===== config.mk =====
export PLATFORM = sky130hd
export DESIGN_NAME = task_priority_scheduler
export DESIGN_NICKNAME = d
export VERILOG_FILES = /design/src/rtl/core/tps_pkg.sv /design/src/rtl/core/tps_datapath.sv /design/src/rtl/core/tps_ctrl.sv /design/src/rtl/core/task_priority_scheduler.sv
export SDC_FILE = /design/constraint.sdc
export NUM_CORES = 2
export LEC_CHECK = 0
export BUFFER_PORTS_ARGS = -buffer_cell sky130_fd_sc_hd__buf_2
export CORE_MARGIN = 1.5
export CORE_UTILIZATION = 40
export CTS_BUF_LIST = sky130_fd_sc_hd__clkbuf_4 sky130_fd_sc_hd__clkbuf_8
export DETAILED_ROUTE_END_ITERATION = 8
export PLACE_DENSITY = 0.65
export SYNTH_ARGS = -nofsm -noshare
export SYNTH_HDL_FRONTEND = slang
export SYNTH_MEMORY_MAX_BITS = 65536
export SYNTH_SLANG_ARGS = --single-unit

===== constraint.sdc =====
create_clock -name i_clk -period 11.4 [get_ports i_clk]
set_input_delay 0 -clock i_clk [delete_from_list [all_inputs] [get_ports i_clk]]
set_output_delay 0 -clock i_clk [all_outputs]
set_load 0.05 [all_outputs]

===== src/rtl/core/tps_pkg.sv =====
`timescale 1ns / 1ps
// ----------------------------------------------------------------------------
// tps_pkg: shared types and codes of the task priority scheduler
// Request and response payloads, table entry layout, opcodes, status codes
// and the command and status groups between controller and datapath.
// ----------------------------------------------------------------------------
package tps_pkg;

    localparam int ID_BITS       = 16;
    localparam int PRIORITY_BITS = 32;

    localparam logic [1:0] OP_ADD  = 2'd0;
    localparam logic [1:0] OP_EDIT = 2'd1;
    localparam logic [1:0] OP_REM  = 2'd2;
    localparam logic [1:0] OP_EXEC = 2'd3;

    localparam logic [1:0] ST_OK        = 2'd0;
    localparam logic [1:0] ST_NOT_FOUND = 2'd1;
    localparam logic [1:0] ST_FULL      = 2'd2;

    typedef struct packed {
        logic [1:0]               opcode;
        logic [ID_BITS-1:0]       user_id;
        logic [ID_BITS-1:0]       task_id;
        logic [PRIORITY_BITS-1:0] priority_req;
    } t_req;

    typedef struct packed {
        logic [1:0]         status;
        logic [ID_BITS-1:0] top_user;
    } t_rsp;

    typedef struct packed {
        logic                     valid;
        logic [ID_BITS-1:0]       task_id;
        logic [ID_BITS-1:0]       user_id;
        logic [PRIORITY_BITS-1:0] prio;
    } t_entry;

    // Controller to datapath
    typedef struct packed {
        logic load_req;   // capture the accepted request, reset scan trackers
        logic rd_en;      // read the table entry at the scan address
        logic clear_wr;   // write an empty entry at the scan address
        logic commit;     // apply the operation and load the response
    } t_cmd;

    // Datapath to controller
    typedef struct packed {
        logic out_free;   // response register can take a new response
    } t_sts;

endpackage


===== src/rtl/core/tps_datapath.sv =====
`timescale 1ns / 1ps
// ----------------------------------------------------------------------------
// tps_datapath: task table, scan trackers and response register
// Holds the table memory, walks it one entry a cycle under controller
// command, then applies the operation and registers the response.
// ----------------------------------------------------------------------------
module tps_datapath #(
    parameter int SLOTS = 64
) (
    input  logic                          i_clk,
    input  logic                          i_rst_n,
    input  tps_pkg::t_req                 i_req,
    input  tps_pkg::t_cmd                 i_cmd,
    input  logic [$clog2(SLOTS)-1:0]      i_addr,
    output tps_pkg::t_sts                 o_sts,
    output logic                          o_rsp_valid,
    input  logic                          i_rsp_ready,
    output tps_pkg::t_rsp                 o_rsp
);
    import tps_pkg::*;

    localparam int ADDR_W = $clog2(SLOTS);

    t_entry              r_mem [SLOTS];
    t_entry              r_rd_data;
    logic [ADDR_W-1:0]   r_rd_idx;
    logic                r_rd_vld;

    t_req                r_req;

    logic                r_match_found;
    logic [ADDR_W-1:0]   r_match_idx;
    logic [ID_BITS-1:0]  r_match_user;
    logic                r_free_found;
    logic [ADDR_W-1:0]   r_free_idx;
    logic                r_best_found;
    logic [ADDR_W-1:0]   r_best_idx;
    logic [PRIORITY_BITS-1:0] r_best_prio;
    logic [ID_BITS-1:0]  r_best_task;
    logic [ID_BITS-1:0]  r_best_user;

    logic                r_out_valid;
    t_rsp                r_out;

    logic                wr_en;
    logic [ADDR_W-1:0]   wr_addr;
    t_entry              wr_data;
    logic                op_we;
    logic [ADDR_W-1:0]   op_addr;
    t_entry              op_data;
    t_rsp                op_rsp;
    logic                hit_match;
    logic                hit_free;
    logic                hit_best;

    // Memory: one write and one registered read per cycle
    always_ff @(posedge i_clk) begin
        if (wr_en) begin
            r_mem[wr_addr] <= wr_data;
        end
        if (i_cmd.rd_en) begin
            r_rd_data <= r_mem[i_addr];
            r_rd_idx  <= i_addr;
        end
    end

    always_ff @(posedge i_clk) begin
        if (!i_rst_n) begin
            r_rd_vld <= 1'b0;
        end else begin
            r_rd_vld <= i_cmd.rd_en;
        end
    end

    always_comb begin
        hit_match = r_rd_data.valid && (r_rd_data.task_id == r_req.task_id) && !r_match_found;
        hit_free  = !r_rd_data.valid && !r_free_found;
        hit_best  = r_rd_data.valid &&
                    (!r_best_found || (r_rd_data.prio > r_best_prio) ||
                     ((r_rd_data.prio == r_best_prio) && (r_rd_data.task_id > r_best_task)));
    end

    // Scan trackers: first match, first free slot, best entry so far
    always_ff @(posedge i_clk) begin
        if (!i_rst_n) begin
            r_match_found <= 1'b0;
            r_free_found  <= 1'b0;
            r_best_found  <= 1'b0;
        end else if (i_cmd.load_req) begin
            r_match_found <= 1'b0;
            r_free_found  <= 1'b0;
            r_best_found  <= 1'b0;
        end else if (r_rd_vld) begin
            if (hit_match) begin
                r_match_found <= 1'b1;
            end
            if (hit_free) begin
                r_free_found <= 1'b1;
            end
            if (hit_best) begin
                r_best_found <= 1'b1;
            end
        end
    end

    always_ff @(posedge i_clk) begin
        if (i_cmd.load_req) begin
            r_req <= i_req;
        end
        if (r_rd_vld && hit_match) begin
            r_match_idx  <= r_rd_idx;
            r_match_user <= r_rd_data.user_id;
        end
        if (r_rd_vld && hit_free) begin
            r_free_idx <= r_rd_idx;
        end
        if (r_rd_vld && hit_best) begin
            r_best_idx  <= r_rd_idx;
            r_best_prio <= r_rd_data.prio;
            r_best_task <= r_rd_data.task_id;
            r_best_user <= r_rd_data.user_id;
        end
    end

    // Apply the operation from the finished scan
    always_comb begin
        op_we           = 1'b0;
        op_addr         = r_match_idx;
        op_data.valid   = 1'b1;
        op_data.task_id = r_req.task_id;
        op_data.user_id = r_req.user_id;
        op_data.prio    = r_req.priority_req;
        op_rsp.status   = ST_OK;
        op_rsp.top_user = '0;
        unique case (r_req.opcode)
            OP_ADD: begin
                if (r_match_found) begin
                    op_we = 1'b1;
                end else if (r_free_found) begin
                    op_we   = 1'b1;
                    op_addr = r_free_idx;
                end else begin
                    op_rsp.status = ST_FULL;
                end
            end
            OP_EDIT: begin
                op_data.user_id = r_match_user;
                op_we           = r_match_found;
                if (!r_match_found) begin
                    op_rsp.status = ST_NOT_FOUND;
                end
            end
            OP_REM: begin
                op_data.valid = 1'b0;
                op_we         = r_match_found;
                if (!r_match_found) begin
                    op_rsp.status = ST_NOT_FOUND;
                end
            end
            OP_EXEC: begin
                op_data.valid = 1'b0;
                op_addr       = r_best_idx;
                op_we         = r_best_found;
                if (r_best_found) begin
                    op_rsp.top_user = r_best_user;
                end else begin
                    op_rsp.status = ST_NOT_FOUND;
                end
            end
        endcase
    end

    always_comb begin
        wr_en   = i_cmd.clear_wr || (i_cmd.commit && op_we);
        wr_addr = i_cmd.clear_wr ? i_addr : op_addr;
        wr_data = op_data;
        if (i_cmd.clear_wr) begin
            wr_data.valid = 1'b0;
        end
    end

    // Response register
    always_ff @(posedge i_clk) begin
        if (!i_rst_n) begin
            r_out_valid <= 1'b0;
        end else if (i_cmd.commit) begin
            r_out_valid <= 1'b1;
        end else if (i_rsp_ready) begin
            r_out_valid <= 1'b0;
        end
    end

    always_ff @(posedge i_clk) begin
        if (i_cmd.commit) begin
            r_out <= op_rsp;
        end
    end

    assign o_sts.out_free = !r_out_valid || i_rsp_ready;
    assign o_rsp_valid    = r_out_valid;
    assign o_rsp          = r_out;

    a_commit_free: assert property (@(posedge i_clk) disable iff (!i_rst_n)
        i_cmd.commit |-> (!r_out_valid || i_rsp_ready))
        else $error("commit while response register is occupied");

    a_commit_loads: assert property (@(posedge i_clk) disable iff (!i_rst_n)
        i_cmd.commit |=> r_out_valid)
        else $error("response not loaded after commit");

    a_no_overlap: assert property (@(posedge i_clk) disable iff (!i_rst_n)
        !(i_cmd.commit && (i_cmd.rd_en || i_cmd.clear_wr || i_cmd.load_req)))
        else $error("commit overlaps another datapath command");

endmodule


===== src/rtl/core/tps_ctrl.sv =====
`timescale 1ns / 1ps
// ----------------------------------------------------------------------------
// tps_ctrl: sequencer of the task priority scheduler
// Clears the table after reset, then per request runs a full table scan
// and commits the operation once the response register is free.
// ----------------------------------------------------------------------------
module tps_ctrl #(
    parameter int SLOTS = 64
) (
    input  logic                          i_clk,
    input  logic                          i_rst_n,
    input  logic                          i_req_valid,
    output logic                          o_req_ready,
    input  tps_pkg::t_sts                 i_sts,
    output tps_pkg::t_cmd                 o_cmd,
    output logic [$clog2(SLOTS)-1:0]      o_addr
);
    import tps_pkg::*;

    localparam int ADDR_W = $clog2(SLOTS);

    localparam logic [2:0] S_CLEAR  = 3'd0;
    localparam logic [2:0] S_IDLE   = 3'd1;
    localparam logic [2:0] S_SCAN   = 3'd2;
    localparam logic [2:0] S_DRAIN  = 3'd3;
    localparam logic [2:0] S_COMMIT = 3'd4;

    logic [2:0]        r_state;
    logic [2:0]        n_state;
    logic [ADDR_W-1:0] r_cnt;
    logic [ADDR_W-1:0] n_cnt;
    logic              last;

    assign last = (r_cnt == ADDR_W'(SLOTS - 1));

    always_comb begin
        n_state        = r_state;
        n_cnt          = r_cnt;
        o_cmd.load_req = 1'b0;
        o_cmd.rd_en    = 1'b0;
        o_cmd.clear_wr = 1'b0;
        o_cmd.commit   = 1'b0;
        o_req_ready    = 1'b0;
        unique case (r_state)
            S_CLEAR: begin
                o_cmd.clear_wr = 1'b1;
                n_cnt          = last ? '0 : r_cnt + 1'b1;
                if (last) begin
                    n_state = S_IDLE;
                end
            end
            S_IDLE: begin
                o_req_ready = 1'b1;
                if (i_req_valid) begin
                    o_cmd.load_req = 1'b1;
                    n_cnt          = '0;
                    n_state        = S_SCAN;
                end
            end
            S_SCAN: begin
                o_cmd.rd_en = 1'b1;
                n_cnt       = last ? '0 : r_cnt + 1'b1;
                if (last) begin
                    n_state = S_DRAIN;
                end
            end
            S_DRAIN: begin
                n_state = S_COMMIT;
            end
            S_COMMIT: begin
                if (i_sts.out_free) begin
                    o_cmd.commit = 1'b1;
                    n_state      = S_IDLE;
                end
            end
            default: begin
                n_state = S_CLEAR;
                n_cnt   = '0;
            end
        endcase
    end

    always_ff @(posedge i_clk) begin
        if (!i_rst_n) begin
            r_state <= S_CLEAR;
            r_cnt   <= '0;
        end else begin
            r_state <= n_state;
            r_cnt   <= n_cnt;
        end
    end

    assign o_addr = r_cnt;

    a_accept_scan: assert property (@(posedge i_clk) disable iff (!i_rst_n)
        (i_req_valid && o_req_ready) |=> (r_state == S_SCAN && r_cnt == '0))
        else $error("scan did not start at slot zero after accept");

    a_clear_done: assert property (@(posedge i_clk) disable iff (!i_rst_n)
        (r_state == S_CLEAR && last) |=> (r_state == S_IDLE))
        else $error("clear pass did not end after the last slot");

    a_scan_drain: assert property (@(posedge i_clk) disable iff (!i_rst_n)
        (r_state == S_SCAN && last) |=> (r_state == S_DRAIN))
        else $error("scan did not stop after the last slot");

endmodule


===== src/rtl/core/task_priority_scheduler.sv =====
`timescale 1ns / 1ps
// ----------------------------------------------------------------------------
// task_priority_scheduler: table based priority scheduler of tasks
// Add, edit, remove and execute-top over a table of SLOTS live tasks.
// ----------------------------------------------------------------------------
// Usage:
//   Request channel i_req_valid / o_req_ready carries t_req (opcode,
//   user_id, task_id, priority_req). Response channel o_rsp_valid /
//   i_rsp_ready carries t_rsp (status, top_user); one response per request.
//   Each request scans the whole table, one entry a cycle through the
//   table memory read port, then commits the update in one write.
//   A request is accepted in idle, then scanned, drained and committed
//   before the next accept; its response is registered at commit.
//   Execute-top returns the highest priority task, ties to the larger id.
//   After reset a clearing pass marks every slot empty, one per cycle;
//   no request is taken until it ends.
//   A stalled receiver holds the response in the output register; the
//   next request is still accepted and scanned, and its commit waits
//   until the held response is taken.
// ----------------------------------------------------------------------------
module task_priority_scheduler #(
    parameter int SLOTS = 64
) (
    input  logic            i_clk,
    input  logic            i_rst_n,
    input  logic            i_req_valid,
    output logic            o_req_ready,
    input  tps_pkg::t_req   i_req,
    output logic            o_rsp_valid,
    input  logic            i_rsp_ready,
    output tps_pkg::t_rsp   o_rsp
);
    import tps_pkg::*;

    localparam int ADDR_W = $clog2(SLOTS);

    t_cmd              cmd;
    t_sts              sts;
    logic [ADDR_W-1:0] addr;

    // Sequencer: clear pass, scan, commit
    tps_ctrl #(
        .SLOTS (SLOTS)
    ) u_ctrl (
        .i_clk       (i_clk),
        .i_rst_n     (i_rst_n),
        .i_req_valid (i_req_valid),
        .o_req_ready (o_req_ready),
        .i_sts       (sts),
        .o_cmd       (cmd),
        .o_addr      (addr)
    );

    // Table memory, scan trackers and response register
    tps_datapath #(
        .SLOTS (SLOTS)
    ) u_datapath (
        .i_clk       (i_clk),
        .i_rst_n     (i_rst_n),
        .i_req       (i_req),
        .i_cmd       (cmd),
        .i_addr      (addr),
        .o_sts       (sts),
        .o_rsp_valid (o_rsp_valid),
        .i_rsp_ready (i_rsp_ready),
        .o_rsp       (o_rsp)
    );

endmodule

# Word level (Yosys, flattened, before mapping)
# Memories as Yosys holds them, arrays and structs flattened. A register that Yosys moved wholly into a read port is not among the register bits.
# Cells that the tools add are included.
# word_totals
n_memories	1
inputBits	70
register_bits	202
word_cells	107
output_inout_bits	20
mem_bits_rw	4160
# classes
n_lt_le_gt_ge	2
add_sub_neg	1
mux	34
bitwise_logic	2
reduce_logical	32
n_eq_ne	14
# mem_list
memory	depth	word_bits	rd	rd_clocked_by_memory_dff	write_ports	line	rtl
u_datapath.r_mem	64	65	1	1	1	tps_datapath.sv:24	t_entry r_mem [SLOTS];
# op_table
operator	count
32-bit == test	1
32-bit greater-than comparator	1
6-bit 2-to-1 mux	5
6-bit one-hot mux with 3 select lines	1
1-bit 2-to-1 mux	17
16-bit == test	1
16-bit greater-than comparator	1
16-bit 2-to-1 mux	1
3-bit one-hot mux with 5 select lines	1
3-bit 2-to-1 mux	4
6-bit one-hot mux with 2 select lines	1
2-bit AND reduction	5
2-bit OR reduction	5
1-bit logical AND	9
6-bit by 1-bit adder with 6-bit output (second input constant)	1
3-bit by 2-bit == test with 1-bit output (second input constant)	2
6-bit == test (second input constant)	1
2-bit one-hot mux with 3 select lines	1
1-bit logical NOT	5
2-bit == test (second input constant)	2
1-bit logical OR	4
2-bit 2-to-1 mux	2
2-bit by 1-bit != test with 1-bit output (second input constant)	2
2-bit != test (second input constant)	2
other kinds (9)	10

# Logic depth before layout (Yosys ltp)
# depth
depth_word	8
mapped_depth	11
depth_no_buf	8

# Hierarchy
# A second synthesis with hierarchy kept.
# hier_totals
cells_unflattened	7471
area_unflattened_um2	167712.1
# by_module_without_submodules
mod	instances	seq_area_each_um2	cells_per_inst	area_each_um2
tps_datapath	1	132617.2	7411	167144.1
tps_ctrl	1	180.2	60	568.0

# Worst setup path after synthesis
# No wires, ideal clock.
# synth_path
path_type	reg-to-reg
from	register u_datapath.r_req[64] (netlist bit)
to	memory u_datapath.r_mem[54][0] (netlist bit), enable pin
required_time_ns	10.751
synth_period_minus_slack_ns	8.768
stages_incl_launch_ff	11
arrival_time_ns	8.120
setup_slack_ns	2.632
path_cell_list	edfxtp_1 -> inv_1 -> ha_1 -> and3b_1 -> buf_2 -> a22oi_1 -> a2bb2oi_1 -> o21ai_0 -> clkbuf_1 -> nand2_1 -> nor4_1
# synth_between
elab_chain_cells	7
elab_cells_between_ends	12
classes_between	eq/ne (3); mux (5); reduce/logical (4)
# synth_rtl
element	line	rtl
start: declaration	tps_datapath.sv:29	t_req r_req;
start signal: assignment	tps_datapath.sv:108	r_req <= i_req;
2-bit by 1-bit == test with 1-bit output / 2-bit == test (equally long branches)	tps_datapath.sv:135	unique case (r_req.opcode)
2-bit OR reduction (no source line)	n/a	
1-bit one-hot mux with 3 select lines	tps_datapath.sv:135	
1-bit logical AND	tps_datapath.sv:174	wr_en = i_cmd.clear_wr || (i_cmd.commit && op_we);
1-bit logical OR	tps_datapath.sv:174	
1-bit 2-to-1 mux	tps_datapath.sv:58	if (wr_en) begin
1-bit 2-to-1 mux (not written as such)	tps_datapath.sv:59	r_mem[wr_addr] <= wr_data;
end: declaration	tps_datapath.sv:24	
# Several ways; a longest one is shown, not always the timed one.

# Worst setup path in the final report
# layout_path
from	register u_datapath.r_req[64] (netlist bit)
to	memory u_datapath.r_mem[10][11] (netlist bit), enable pin
# Same word-level chain as after synthesis.

==> qor.txt <==
RSZ-0062 raised after global routing = no
Post-Syn Area = 0.168 mm²
Kind of critical path = register to register
Post_cts resized = 0
Tmin final = 5.67 ns
Final core area utilization = 0.457
Average cell area after synthesis = 24.1 µm²
Post-Synthesis Cells = 6988
Max-cap violations = 0
R2R Path End = u_datapath.r_mem[10][11]
Crit path launch type = register
Vias per cell = 5.98
Port bufs = 89
Syn Nets = 7112
CP cell instances = inv_1 > ha_1 > and3b_1 > a22oi_1 > a2bb2oi_1 > o21ai_0 > nand4bb_1 > nor2_4 > buf_4
Num rows = 238
Ys async rst share = 0
Die X = 652 µm
Max Fclk = 0.176 GHz
Total track usage = 0.222
Area grow syn2layout = 14.0%
Worst-path clk slew = 0.06 ns
Via Count = 83419
Pin count of the biggest net entering global routing = 124
Die area = 0.425 mm²
Hold buffers post-CTS = 177
Failing checks = DRC
Clock Latency Late Sink = 1.29 ns
TritonCTS Buffers = 704
Layout net count = 8005
Post-synth EDFFs = 4413
Cells on worst reg2reg path = 9
Layout Skew = 0.113 ns
Slew Limit Fails = 0
Hold Crit Depth = 3
Post CTS Setup Buffer Count = 0
Classification of the worst-slack hold path = primary input to register
Register area share after synthesis = 0.789
Worst setup EP type = register
Die extent in y = 652 µm
Ranking of synthesized cells by area = edfxtp_1, mux4_2, mux2i_1
Max transition margin = 0.0534
Starting DRT DRC Count = 12274
FF-to-FF setup slack = 5.73 ns
Setup_tns = 0 ns
Starting Density = 0.401
Max VDD drop = 0.119 mV
Critical Path RT = 12.19 ns
WP data arrival = 6.46 ns
Antenna violations before repair = 25
Max incr delay on CP = 1.04 ns
First-pass GRT wire length = 661 mm
Hold_sp = i_req[10]
Yosys cell types = 63
Slowest CP cell = buf_4
Detail Placement HPWL = 254 mm
Synth Register Bits = 4427
Area fraction of the dominant cell type after synthesis = 0.788
Outcome = finished with violations
Vias in the first global route = 84152
Yosys warns = 0
CP Max Fanout = 45
1st-pass router iterations = 9
# H-tree levels = 6
Hold Path Sink = u_datapath.op_data[10]
DRC violations left = 2
Core area = 0.420 mm²
Static leakage = 59.3 nW
RR Startpoint = u_datapath.r_req[64]
ANT nets after route = 0
Most area-hungry cell type in the Yosys netlist = edfxtp_1
Num Clock Sinks = 4427
I/O pins = 90
Final period utilization = 0.497
CTS tree = built
WP buf/inv = 2
Cell Pwr Density = 169 mW/mm²
Layout cells sized above 1 = 0.326
Final setup fails = 0
Primary FF master, synth = edfxtp_1
Final GP Congestion = 0.855
Slew @ Worst Pin = 1.42 ns
Crit path max-delay family = simple AND/OR/NAND/NOR gates
Average routed wire per standard cell = 34.3 µm
Final WL = 479 mm
Total congestion overflow = 0
Clock tree buffer depth = 4
Root Driver = clkbuf_8
Hold Fails Final Rpt = 0
-- cell type report --
class                      count  area (µm²)
antenna                       19        47.5
inverter                      58         228
multi-input combinational   2144       34000
timing repair buffer         546        4450
fill                       34170      228000
clock buffer                 946       11600
clock inverter               280        1700
sequential                  4427      133000
tap                         5520        6910
-- logic make-up (layout without fill, tap and decap cells) --
logic type      Yosys count  count (layout)  synth area share
fa+ha+maj                54              54           0.00402
mux                    1377            1377             0.170
flops                  4427            4427             0.789
simple gates            332             332           0.00976
other cells               0              19                 0
compound gates          365             365            0.0146
buf+inv                 417            1830            0.0117
xor+xnor                 16              16          0.000833
-- report_power, final --
part           internal [mW]  leakage [nW]  switching [mW]
sequential              17.7          39.9          0.0339
clock                   6.74          7.02            6.27
combinational          0.814          12.4           0.823
-- per-stage QoR --
step / total power, mW / cell area (µm²) / worst slack, ns / hold WS (ns) / instances
after CTS: 32.6 / 192000 / 5.79 / 0.00296 / 13921
after floorplan: 19.3 / 168000 / 2.63 / 0.0989 / 6988
final: 32.4 / 192000 / 5.73 / 0.0654 / 13940
after global placement: 19.7 / 177000 / 5.96 / 0.179 / 12517
after global routing: 33.3 / 192000 / 5.47 / 0.0747 / 13932
after detailed placement: 19.7 / 177000 / 5.83 / 0.178 / 12518
-- routing by layer --
layer / track usage / up-vias / wire length [µm]
li1: - / 32041 / -
met2: 0.355 / 5339 / 228000
met5: 0 / - / 46
met1: 0.298 / 45104 / 178000
met4: 0.0838 / 8 / 19300
met3: 0.0484 / 927 / 53100
-- worst min-delay path: cells and delay by family --
family   cells  cell delay (ns)
buf+inv      3             1.17
-- Yosys cell counts, drive strengths merged, types with 15 or more instances --
master and number:
nor2b 21, o221ai 16, mux2i 177, a2111oi 19, and3 18, nand2 57, inv 58, clkbuf 137
a21oi 51, a221o 19, ha 54, edfxtp 4413, nor3 44, mux2 20, nand4 15, o22ai 67
mux4 1180, nor2 108, xor2 16, buf 222, nand3 17, a22oi 44, o21ai 78
-- cells in the final DEF (no fill, tap or decap), types with 15 or more instances in the layout --
| master | n |
|---|---|
| edfxtp_1 | 4413 |
| mux4_2 | 1180 |
| clkbuf_8 | 713 |
| buf_4 | 268 |
| clkbuf_4 | 233 |
| mux2i_1 | 177 |
| dlygate4sd3_1 | 177 |
| clkinv_1 | 162 |
| buf_2 | 90 |
| o22ai_1 | 67 |
| nor2_1 | 63 |
| clkinv_2 | 61 |
| nand2_1 | 56 |
| inv_1 | 56 |
| o21ai_0 | 53 |
| ha_1 | 53 |
| a21oi_1 | 51 |
| a22oi_1 | 44 |
| nor2_4 | 42 |
| nor3_1 | 29 |
| o21ai_1 | 25 |
| mux2_2 | 20 |
| diode_2 | 19 |
| a221o_1 | 19 |
| and3_1 | 18 |
| nand3_1 | 17 |
| a2111oi_0 | 17 |
| xor2_1 | 16 |
| inv_6 | 16 |
| o221ai_1 | 16 |
| nand4_1 | 15 |
| nor3_2 | 15 |
-- state kept, by name (all words and copies together), names as in the netlist, 3 cells and up --
signal                   flops
u_datapath.o_rsp            18
u_datapath.r_rd_data        65
u_datapath.r_best_user      16
u_datapath.op_data          48
u_datapath.r_free_idx        6
u_datapath.r_best_idx        6
u_datapath.r_match_user     16
u_datapath.r_best_task      16
u_datapath.r_req            18
u_ctrl.o_addr                6
u_ctrl.r_state               3
u_datapath.r_mem          4160
u_datapath.r_match_idx       6
u_datapath.r_best_prio      32
u_datapath.r_rd_idx          6
-- worst max-delay path by stage --
| stage | start | slack [ns] | cells after the start | end |
|---|---|---|---|---|
| 6_report | u_datapath.r_req[64] | 5.73 | 9 | u_datapath.r_mem[10][11] |
| 5_1_grt | u_datapath.r_req[64] | 5.47 | 9 | u_datapath.r_mem[3][19] |
| 4_1_cts | u_ctrl.o_addr[1] | 5.79 | 8 | u_datapath.r_rd_data[14] |
| 3_5_place_dp | u_datapath.r_req[64] | 5.83 | 8 | u_datapath.r_mem[35][53] |
| 3_3_place_gp | u_ctrl.o_addr[1] | 5.96 | 8 | u_datapath.r_rd_data[14] |
| 2_1_floorplan | u_datapath.r_req[64] | 2.63 | 10 | u_datapath.r_mem[54][0] |
No activity file was read; power rests on OpenSTA's default activity.
